$ cat config.mk
export PLATFORM = sky130hd
export DESIGN_NAME = rle_run_decoder_byte_or_word_core
export DESIGN_NICKNAME = d
export VERILOG_FILES = /design/src/hdl/rrd_pkg.sv /design/src/hdl/rrd_parser.sv /design/src/hdl/rle_run_decoder_byte_or_word_core.sv
export SDC_FILE = /design/constraint.sdc
export NUM_CORES = 1
export LEC_CHECK = 0
export BUFFER_PORTS_ARGS = -buffer_cell sky130_fd_sc_hd__buf_2
export CAP_MARGIN = 40
export CORE_UTILIZATION = 45
export DETAILED_ROUTE_END_ITERATION = 12
export HOLD_SLACK_MARGIN = 0.06
export PLACE_DENSITY = 0.7
export SYNTH_ARGS = -nofsm -noshare
export SYNTH_HDL_FRONTEND = slang
export SYNTH_HIERARCHICAL = 1
export SYNTH_SLANG_ARGS = --single-unit
export TNS_END_PERCENT = 30
$ cat constraint.sdc
create_clock -name clk -period 5.95 [get_ports clk]
set_input_delay 0.8925 -clock clk [delete_from_list [all_inputs] [get_ports clk]]
set_output_delay 0.8925 -clock clk [all_outputs]
set_load 0.05 [all_outputs]
$ cat src/hdl/rrd_pkg.sv
`timescale 1ns / 1ps

package rrd_pkg;

	// Parser phases, one-hot
	typedef enum logic [10:0] {
		PH_CNT_HI  = 11'b000_0000_0001,
		PH_CNT_LO  = 11'b000_0000_0010,
		PH_CMD     = 11'b000_0000_0100,
		PH_RLEN_HI = 11'b000_0000_1000,
		PH_RLEN_LO = 11'b000_0001_0000,
		PH_LLEN_HI = 11'b000_0010_0000,
		PH_LLEN_LO = 11'b000_0100_0000,
		PH_REP_HI  = 11'b000_1000_0000,
		PH_REP_LO  = 11'b001_0000_0000,
		PH_LIT_HI  = 11'b010_0000_0000,
		PH_LIT_LO  = 11'b100_0000_0000
	} rrd_phase_t;

	// Command byte codes
	localparam logic [7:0] CMD_REP_LONG = 8'h00;
	localparam logic [7:0] CMD_LIT_LONG = 8'h01;

	// Short literal run length is LIT_BASE minus the low seven bits
	localparam logic [7:0] LIT_BASE = 8'd128;

	// Reset value of the output budget register
	localparam logic [15:0] BUDGET_RESET = 16'd32256;

	// Configuration register indexes
	localparam logic REG_WORD_MODE = 1'b0;
	localparam logic REG_BUDGET    = 1'b1;

	// One decoded result from the parser
	typedef struct packed {
		logic        emit;
		logic [15:0] value;
		logic [15:0] run;
		logic        last;
	} rrd_result_t;

endpackage

$ cat src/hdl/rrd_parser.sv
`timescale 1ns / 1ps

module rrd_parser
	import rrd_pkg::*;
(
	input  logic        clk,
	input  logic        arst_n,
	input  logic        advance,
	input  logic [7:0]  in_byte,
	input  logic        word_mode,
	input  logic [15:0] output_budget,
	output rrd_result_t res
);

	rrd_phase_t  phase_q, phase_d;
	logic [15:0] cmds_q, cmds_d;
	logic [15:0] budget_q, budget_d;
	logic [15:0] pend_q, pend_d;
	logic [7:0]  held_q, held_d;

	logic [15:0] cmds_dec;
	logic [15:0] pend_dec;
	logic [15:0] run_req;
	logic [15:0] run_clip;
	logic [15:0] budget_after;
	logic [15:0] elem;
	logic        long_len;

	// Requested run length: 16-bit count, short literal or short repeat
	assign long_len = (phase_q == PH_RLEN_LO) || (phase_q == PH_LLEN_LO);
	always_comb begin
		if (long_len) begin
			run_req = {held_q, in_byte};
		end else if (in_byte[7]) begin
			run_req = {8'd0, LIT_BASE - {1'b0, in_byte[6:0]}};
		end else begin
			run_req = {9'd0, in_byte[6:0]};
		end
	end

	// Clip to remaining budget
	assign run_clip     = (run_req > budget_q) ? budget_q : run_req;
	assign budget_after = budget_q - run_clip;

	assign cmds_dec = cmds_q - 16'd1;
	assign pend_dec = pend_q - 16'd1;
	assign elem     = word_mode ? {held_q, in_byte} : {8'd0, in_byte};

	// Next state and result for the byte in hand
	always_comb begin
		phase_d  = phase_q;
		cmds_d   = cmds_q;
		budget_d = budget_q;
		pend_d   = pend_q;
		held_d   = held_q;
		res      = '0;
		case (phase_q)
			PH_CNT_LO: begin
				cmds_d   = {held_q, in_byte};
				budget_d = output_budget;
				if ({held_q, in_byte} == 16'd0) begin
					phase_d  = PH_CNT_HI;
					res.emit = 1'b1;
					res.last = 1'b1;
				end else begin
					phase_d = PH_CMD;
				end
			end
			PH_CMD: begin
				cmds_d = cmds_dec;
				if (in_byte == CMD_REP_LONG) begin
					phase_d = PH_RLEN_HI;
				end else if (in_byte == CMD_LIT_LONG) begin
					phase_d = PH_LLEN_HI;
				end else if (in_byte[7]) begin
					// short literal run
					pend_d   = run_clip;
					budget_d = budget_after;
					if (run_clip != 16'd0) begin
						phase_d = word_mode ? PH_LIT_HI : PH_LIT_LO;
					end else begin
						phase_d  = (cmds_dec == 16'd0) ? PH_CNT_HI : PH_CMD;
						res.emit = (cmds_dec == 16'd0);
						res.last = (cmds_dec == 16'd0);
					end
				end else begin
					// short repeat run
					pend_d   = run_clip;
					budget_d = budget_after;
					phase_d  = word_mode ? PH_REP_HI : PH_REP_LO;
				end
			end
			PH_RLEN_HI: begin
				held_d  = in_byte;
				phase_d = PH_RLEN_LO;
			end
			PH_LLEN_HI: begin
				held_d  = in_byte;
				phase_d = PH_LLEN_LO;
			end
			PH_RLEN_LO: begin
				pend_d   = run_clip;
				budget_d = budget_after;
				phase_d  = word_mode ? PH_REP_HI : PH_REP_LO;
			end
			PH_LLEN_LO: begin
				pend_d   = run_clip;
				budget_d = budget_after;
				if (run_clip != 16'd0) begin
					phase_d = word_mode ? PH_LIT_HI : PH_LIT_LO;
				end else begin
					phase_d  = (cmds_q == 16'd0) ? PH_CNT_HI : PH_CMD;
					res.emit = (cmds_q == 16'd0);
					res.last = (cmds_q == 16'd0);
				end
			end
			PH_REP_HI: begin
				held_d  = in_byte;
				phase_d = PH_REP_LO;
			end
			PH_REP_LO: begin
				phase_d   = (cmds_q == 16'd0) ? PH_CNT_HI : PH_CMD;
				res.emit  = 1'b1;
				res.value = elem;
				res.run   = pend_q;
				res.last  = (cmds_q == 16'd0);
			end
			PH_LIT_HI: begin
				held_d  = in_byte;
				phase_d = PH_LIT_LO;
			end
			PH_LIT_LO: begin
				pend_d    = pend_dec;
				res.emit  = 1'b1;
				res.value = elem;
				res.run   = 16'd1;
				if (pend_dec == 16'd0) begin
					phase_d  = (cmds_q == 16'd0) ? PH_CNT_HI : PH_CMD;
					res.last = (cmds_q == 16'd0);
				end else begin
					phase_d = word_mode ? PH_LIT_HI : PH_LIT_LO;
				end
			end
			default: begin
				// count high byte, also any unused phase code
				held_d  = in_byte;
				phase_d = PH_CNT_LO;
			end
		endcase
	end

	// Parser state
	always_ff @(posedge clk or negedge arst_n) begin
		if (!arst_n) begin
			phase_q  <= PH_CNT_HI;
			cmds_q   <= 16'd0;
			budget_q <= BUDGET_RESET;
			pend_q   <= 16'd0;
			held_q   <= 8'd0;
		end else if (advance) begin
			phase_q  <= phase_d;
			cmds_q   <= cmds_d;
			budget_q <= budget_d;
			pend_q   <= pend_d;
			held_q   <= held_d;
		end
	end

endmodule

$ cat src/hdl/rle_run_decoder_byte_or_word_core.sv
`timescale 1ns / 1ps
// A byte in the input register enters the parser when the output register is free, and
// any result word is registered on m_*. Throughput: one compressed byte per cycle unless
// m_tready stalls, set by the input register, the parser FSM and the output register.
// Reset: arst_n clears the parser to expect a stream count, the budget register to 32256,
// word mode to bytes, and both pipeline registers to empty.
module rle_run_decoder_byte_or_word_core
	import rrd_pkg::*;
(
	input  logic        clk,
	input  logic        arst_n,
	// input stream
	input  logic        s_tvalid,
	output logic        s_tready,
	input  logic [7:0]  s_tdata,   // [7:0] in_byte
	// result stream
	output logic        m_tvalid,
	input  logic        m_tready,
	output logic [31:0] m_tdata,   // [15:0] element_value, [31:16] run_length
	output logic        m_tlast,   // stream_end
	// configuration
	input  logic        cfg_valid,
	output logic        cfg_ready,
	input  logic        cfg_index,
	input  logic [15:0] cfg_data
);

	logic        word_mode_q;
	logic [15:0] budget_reg_q;
	logic        valid_s1;
	logic [7:0]  byte_s1;
	logic        out_free;
	logic        advance;
	rrd_result_t res;

	// Configuration registers
	assign cfg_ready = 1'b1;
	always_ff @(posedge clk or negedge arst_n) begin
		if (!arst_n) begin
			word_mode_q  <= 1'b0;
			budget_reg_q <= BUDGET_RESET;
		end else if (cfg_valid) begin
			case (cfg_index)
				REG_WORD_MODE: word_mode_q  <= cfg_data[0];
				REG_BUDGET:    budget_reg_q <= cfg_data;
				default:       ;
			endcase
		end
	end

	// Input register
	assign out_free = !m_tvalid || m_tready;
	assign advance  = valid_s1 && out_free;
	assign s_tready = !valid_s1 || out_free;

	always_ff @(posedge clk or negedge arst_n) begin
		if (!arst_n) begin
			valid_s1 <= 1'b0;
		end else if (s_tready) begin
			valid_s1 <= s_tvalid;
		end
	end

	always_ff @(posedge clk) begin
		if (s_tready && s_tvalid) begin
			byte_s1 <= s_tdata;
		end
	end

	rrd_parser u_parser (
		.clk           (clk),
		.arst_n        (arst_n),
		.advance       (advance),
		.in_byte       (byte_s1),
		.word_mode     (word_mode_q),
		.output_budget (budget_reg_q),
		.res           (res)
	);

	// Output register
	always_ff @(posedge clk or negedge arst_n) begin
		if (!arst_n) begin
			m_tvalid <= 1'b0;
		end else if (out_free) begin
			m_tvalid <= advance && res.emit;
		end
	end

	always_ff @(posedge clk) begin
		if (advance && res.emit) begin
			m_tdata <= {res.run, res.value};
			m_tlast <= res.last;
		end
	end

	// Checks
	a_ready_when_empty: assert property (@(posedge clk) disable iff (!arst_n)
		!valid_s1 |-> s_tready)
		else $error("input stage empty but not ready");

	a_result_shows: assert property (@(posedge clk) disable iff (!arst_n)
		(advance && res.emit) |=> m_tvalid)
		else $error("parser result not registered");

	a_result_drains: assert property (@(posedge clk) disable iff (!arst_n)
		(m_tvalid && m_tready && !(advance && res.emit)) |=> !m_tvalid)
		else $error("result word repeated");

endmodule
* Word level (Yosys, flattened, before mapping)
Index checks and enable logic that the tools add are counted.
Operators by class: add/sub/neg operators 4, $lt $le $gt $ge 1, eq/ne operators 13, mux-type cells 33, bitwise logic cells 2, reduce and logical (&&, ||, !) cells 26
Operator list (number):
- $mux 16 | 7
- $pmux 11 s10 | 1
- $pmux 16 s3 | 2
- $mux 11 | 7
- $logic_not 16->1 | 4
- $pmux 32 s2 | 1
- $pmux 16 s2 | 1
- $sub 16x1->16 const B | 2
- $gt 16x16->1 | 1
- $reduce_bool 16->1 | 1
- $sub 16x16->16 | 1
- $eq 11x10->1 const B | 1
- $eq 11x11->1 const B | 1
- $eq 11x2->1 const B | 1
- $eq 11x3->1 const B | 1
- $eq 11x4->1 const B | 1
- $eq 11x5->1 const B | 1
- $eq 11x6->1 const B | 1
- $eq 11x7->1 const B | 1
- $eq 11x8->1 const B | 1
- $eq 11x9->1 const B | 1
- $mux 3 | 3
- $mux 9 | 1
- $eq 8x1->1 const B | 1
- 17 further kinds | 36
Storage, ports and cells: flip-flop bits (word level) 127, input port bits 30, output and inout bits 36

* Logic depth before layout (Yosys ltp)
depth in word-level cells 12, depth in mapped cells 26

* Cells and area by module
The synthesis kept the hierarchy.
Modules (own cells, without submodules):
- rrd_parser | times used 1, cells each 724, area each 5811.8 um^2, sequential area each 1685.4 um^2
- rle_run_decoder_byte_or_word_core | times used 1, cells each 90, area each 2038.2 um^2, sequential area each 1714.1 um^2

* Worst setup path before layout
No wires, ideal clock.
kind register -> register, start register u_parser.phase_q[10], end register u_parser.budget_q[15], arrival time 5737 ps, data required time 5814 ps, setup slack 76 ps, stages on the path, launching flop included 22, clock period less this slack 5874 ps, path through dfrtp_1 > buf_6 > or4_4 > o41ai_4 > mux2_2 > ha_1 > nor2b_1 > o21ai_0 > a21bo_2 > o2111ai_1 > nand2_4 > buf_1 > mux2i_1 > ha_1 > o21a_1 > o31a_1 > o41ai_1 > o211ai_1 > a221oi_1 > o21ai_0 > nand4_1 > or3b_2
On the way: longest elaborated chain between the ends 9
RTL lines:
- start, declared | line rrd_parser.sv:15 | rrd_phase_t phase_q, phase_d;
- start signal, assigned | line rrd_parser.sv:161 | phase_q <= phase_d;
- $eq 11x5->1 / $eq 11x7->1 (equally long branches) | line rrd_parser.sv:30, rrd_parser.sv:57
- $logic_or 1x1->1 | line rrd_parser.sv:30 | assign long_len = (phase_q == PH_RLEN_LO) || (phase_q == PH_LLEN_LO);
- $mux 16 | line rrd_parser.sv:32 | if (long_len) begin
- $gt 16x16->1 | line rrd_parser.sv:42 | assign run_clip = (run_req > budget_q) ? budget_q : run_req;
- $mux 16 | line rrd_parser.sv:42
- $sub 16x16->16 | line rrd_parser.sv:43 | assign budget_after = budget_q - run_clip;
- $mux 16 | line rrd_parser.sv:73 | end else if (in_byte == CMD_LIT_LONG) begin
- $mux 16 | line rrd_parser.sv:71 | if (in_byte == CMD_REP_LONG) begin
- $pmux 16 s3 | line rrd_parser.sv:57 | case (phase_q)
- end signal, assigned | line rrd_parser.sv:163 | budget_q <= budget_d;
- end, declared | line rrd_parser.sv:17 | logic [15:0] budget_q, budget_d;
Parallel ways exist; a longest one is shown, timed or not. The select of a mux whose other input is x is not followed. A chain may end at the register's enable or synchronous reset.

* Worst setup path after layout
start register u_parser.phase_q[5], end register u_parser.budget_q[15]
Same word-level chain as after synthesis.

==> run_results.csv <==
group,metric,value,unit
status,status,"finished, final reports clean",
logic_synthesis,postSynthCellCount,814,
logic_synthesis,ys.flop_type,"dfrtp_1",
clock_tree,cts.sinks,127,
grt,grt_usage,22.7,%
timing,finalSetupTns,0,ns
critical_path,cp_slowest_stage_delay,0.58,ns
clock_tree,clk_latency,0.43,ns
timing,max-slew-margin-rel,39.8,%
clock_tree,clk_pin_slew_worst_paths,0.06,ns
min_path,hold_class,"in -> async",
pwr,power.density,441,nW/µm²
logic_synthesis,ys_warn_count,6,
placed_design,hpwl,13.9,mm
pwr,peakVddDrop,0.265,mV
timing,skew,0.0105,ns
die,row_count,47,
logic_synthesis,seq_area_frac_synth,43.3,%
logic_synthesis,postSynthNetCount,882,
grt,grt_overflow,0,
clock_tree,cts-root-buf,"clkbuf_16",
final_layout,area_delta_synth_final,16.4,%
final_layout,nFillCells,1515,
pwr,p_total,4020,µW
routing,drc,0,
logic_synthesis,synth.ff_latch_count,127,
grt,antenna_found_initial,0,
routing,firstDrtPassIters,7,
die,ios,66,
routing,vias,6576,
clock_tree,cts_buffers,17,
die,die_w,134,µm
routing,maxUsedRoutingLayer,"met4",
grt,grt_pass1_vias,5923,
critical_path,endpoint_kind,"flip-flop",
timing,setup_slack,0.265,ns
logic_synthesis,netlist_area,7850,µm²
routing,drt_iter0_markers,701,
routing,wl_met1,9.24,mm
logic_synthesis,synth_edf_count,41,
timing,final.min_clock_period,5.69,ns
grt,grt_max_degree,51,
routing,wirelength,19.6,mm
timing,fin_crit_sh,95.6,%
routing,via_per_inst,5.89,
critical_path,path_buf_inv,1,
critical_path,cp_data_required_time,6.25,ns
critical_path,crit_type,"reg -> reg",
grt,grt_pass1_wl,31.7,mm
critical_path,critPathTopFamily,"compound AO/OA/AOI/OAI gates",
timing,fin_hold_ws,0.433,ns
logic_synthesis,avgSynthCellArea,9.64,µm²
die,die_y,134,µm
critical_path,path_cells,"or4_4 > o41ai_4 > mux2_2 > ha_1 > nor2b_1 > o21ai_0 > a21bo_2 > o2111ai_1 > nand2_4 > mux2i_1 > ha_1 > nor2b_1 > o31a_1 > o41ai_2 > buf_4 > o211ai_1 > a221oi_2 > o21ai_0 > nand4_1 > or3b_2",
clock_tree,cts_tree,"yes",
final_layout,antennaDiodeCount,0,
critical_path,cp.arrival,5.99,ns
placed_design,place_congestion,0.898,
critical_path,critPathMaxFanout,10,
pwr,power_leakage,0.00392,µW
routing,ant_nets,0,
clock_tree,htreeDepth,4,
timing,worst_pin_slew,0.903,ns
final_layout,final_common_cell,"dfrtp_1",
routing,dr_wl_met2,8.55,mm
run,maxCapViolCount,0,
logic_synthesis,ys_types,83,
timing,setup_viol,0,
timing,slew_viol_final,0,
placed_design,place_ws,0.126,ns
routing,wl_per_cell,17.5,µm
final_layout,fin_nets,951,
routing,met3_length,1.33,mm
final_layout,final_cell_mix,"dfrtp_1, o21ai_0, nand2_1",
clock_tree,cts_max_path_buffers,2,
timing,final_hold_viol_count,0,
critical_path,worstSetupStartpointType,"flip-flop",
critical_path,cpMaxStageDelayCell,"o41ai_4",
final_layout,layout-drive-gt1-share,20.5,%
placed_design,port_buffers,64,
die,start_util,46.7,%
die,coreArea,16800,µm²
timing,max_freq,176,MHz
logic_synthesis,ys_async_sr_fraction,67.7,%
die,dieArea,18000,µm²
## worst register-to-register path, stage by stage (launching register included)
cell and delay [ns]:
dfrtp_1 0.45, or4_4 0.56, o41ai_4 0.58, mux2_2 0.44, ha_1 0.29, nor2b_1 0.13
o21ai_0 0.14, a21bo_2 0.15, o2111ai_1 0.14, nand2_4 0.20, mux2i_1 0.26, ha_1 0.26
nor2b_1 0.14, o31a_1 0.29, o41ai_2 0.25, buf_4 0.18, o211ai_1 0.12, a221oi_2 0.31
o21ai_0 0.16, nand4_1 0.10, or3b_2 0.43
## power by group
part / internal, µW / switching [µW]
Combinational: 616 / 829
Sequential: 1130 / 307
Clock: 760 / 385
## sequential cells by signal (all words and copies together), names as in the netlist
name / flops
budget_reg_q: 16
byte_s1: 8
u_parser/budget_q: 16
valid_s1: 1
u_parser/phase_q: 11
word_mode_q: 1
u_parser/held_q: 8
m_tdata: 32
u_parser/pend_q: 16
m_tlast: 1
u_parser/cmds_q: 16
m_tvalid: 1
## final timing paths
| path | from | endpoint | slack [ns] | cells after the start |
|---|---|---|---|---|
| setup / recovery | u_parser/phase_q[5] | u_parser/budget_q[15] | 0.26 | 20 |
| hold / removal | arst_n | budget_reg_q[7] | 0.43 | 1 |
| setup reg to reg | u_parser/phase_q[5] | u_parser/budget_q[15] | 0.26 | 20 |
| hold reg to reg | u_parser/phase_q[0] | u_parser/phase_q[0] | 0.52 | 1 |
| max in group asynchronous | arst_n | u_parser/held_q[4] | 4.47 | 2 |
| min in group clk | u_parser/phase_q[0] | u_parser/phase_q[0] | 0.52 | 1 |
## final cells by class
class	instances	area [µm²]	share of cell area (%)
inverters	33	124	1.36
flip-flops and latches	127	3400	37.2
clock inverters	12	190	2.08
multi-input cells	617	4180	45.8
repair buffers	87	507	5.55
clock buffers	20	457	5.00
well taps	220	275	3.01
## cells in the mapped netlist, types with 4 or more instances
master | number | share of area, %
o22ai_1 | 7 | 0.56
dfstp_2 | 13 | 4.4
buf_2 | 5 | 0.32
nand4_1 | 15 | 1.2
a22o_1 | 8 | 0.89
mux2i_1 | 20 | 2.6
edfxtp_1 | 41 | 16
nand2_1 | 69 | 3.3
and2_1 | 31 | 2.5
mux2_2 | 15 | 2.2
nor4_1 | 17 | 1.4
ha_1 | 37 | 5.9
or2_2 | 6 | 0.48
nand3_1 | 18 | 1.1
a32o_1 | 4 | 0.51
nand2b_1 | 9 | 0.72
nand3b_1 | 4 | 0.38
o21a_1 | 7 | 0.67
dfrtp_1 | 73 | 23
xor2_1 | 13 | 1.5
mux2_4 | 10 | 1.9
and3_1 | 13 | 1.0
nor2_1 | 54 | 2.6
nor2b_1 | 6 | 0.48
o21ai_0 | 71 | 4.5
a21oi_1 | 60 | 3.8
nor3_1 | 28 | 1.8
xnor2_1 | 11 | 1.2
a211oi_1 | 4 | 0.38
clkbuf_1 | 27 | 1.3
inv_1 | 32 | 1.5
a21o_1 | 11 | 1.1
## metal layers
layer | GRT usage [%] | up-vias
met5 | 0 | -
met4 | 9.99 | 0
met3 | 4.91 | 37
met2 | 33.0 | 264
met1 | 32.5 | 3140
li1 | - | 3135
## metrics by stage
stage,utilization (%),instance area [µm²],instances
2_1_floorplan,-,7850,814
3_3_place_gp,50.1,8420,1080
3_5_place_dp,50.2,8450,1082
4_1_cts,54.1,9090,1114
5_1_grt,54.3,9140,1116
6_report,54.3,9140,1116
## cells by family (layout without fill, tap and decap cells)
family / after synthesis / count (layout) / share of synthesized area [%]
AO/OA/AOI/OAI: 213 / 213 / 17.3
XOR/XNOR: 24 / 24 / 2.68
adder cells (fa/ha/maj): 38 / 38 / 6.15
buffers and inverters: 70 / 152 / 3.83
flip-flops: 127 / 127 / 43.3
multiplexers: 46 / 46 / 6.90
other: 1 / 1 / 0.0478
AND/OR/NAND/NOR: 295 / 295 / 19.8
## what timing repair did
action / CTS / global route
resized for setup: 0 / 4
setup endpoints to repair: 0 / 2
setup buffers: 0 / 2
hold buffers: 0 / 0
Power figures use the tool's default switching activity.
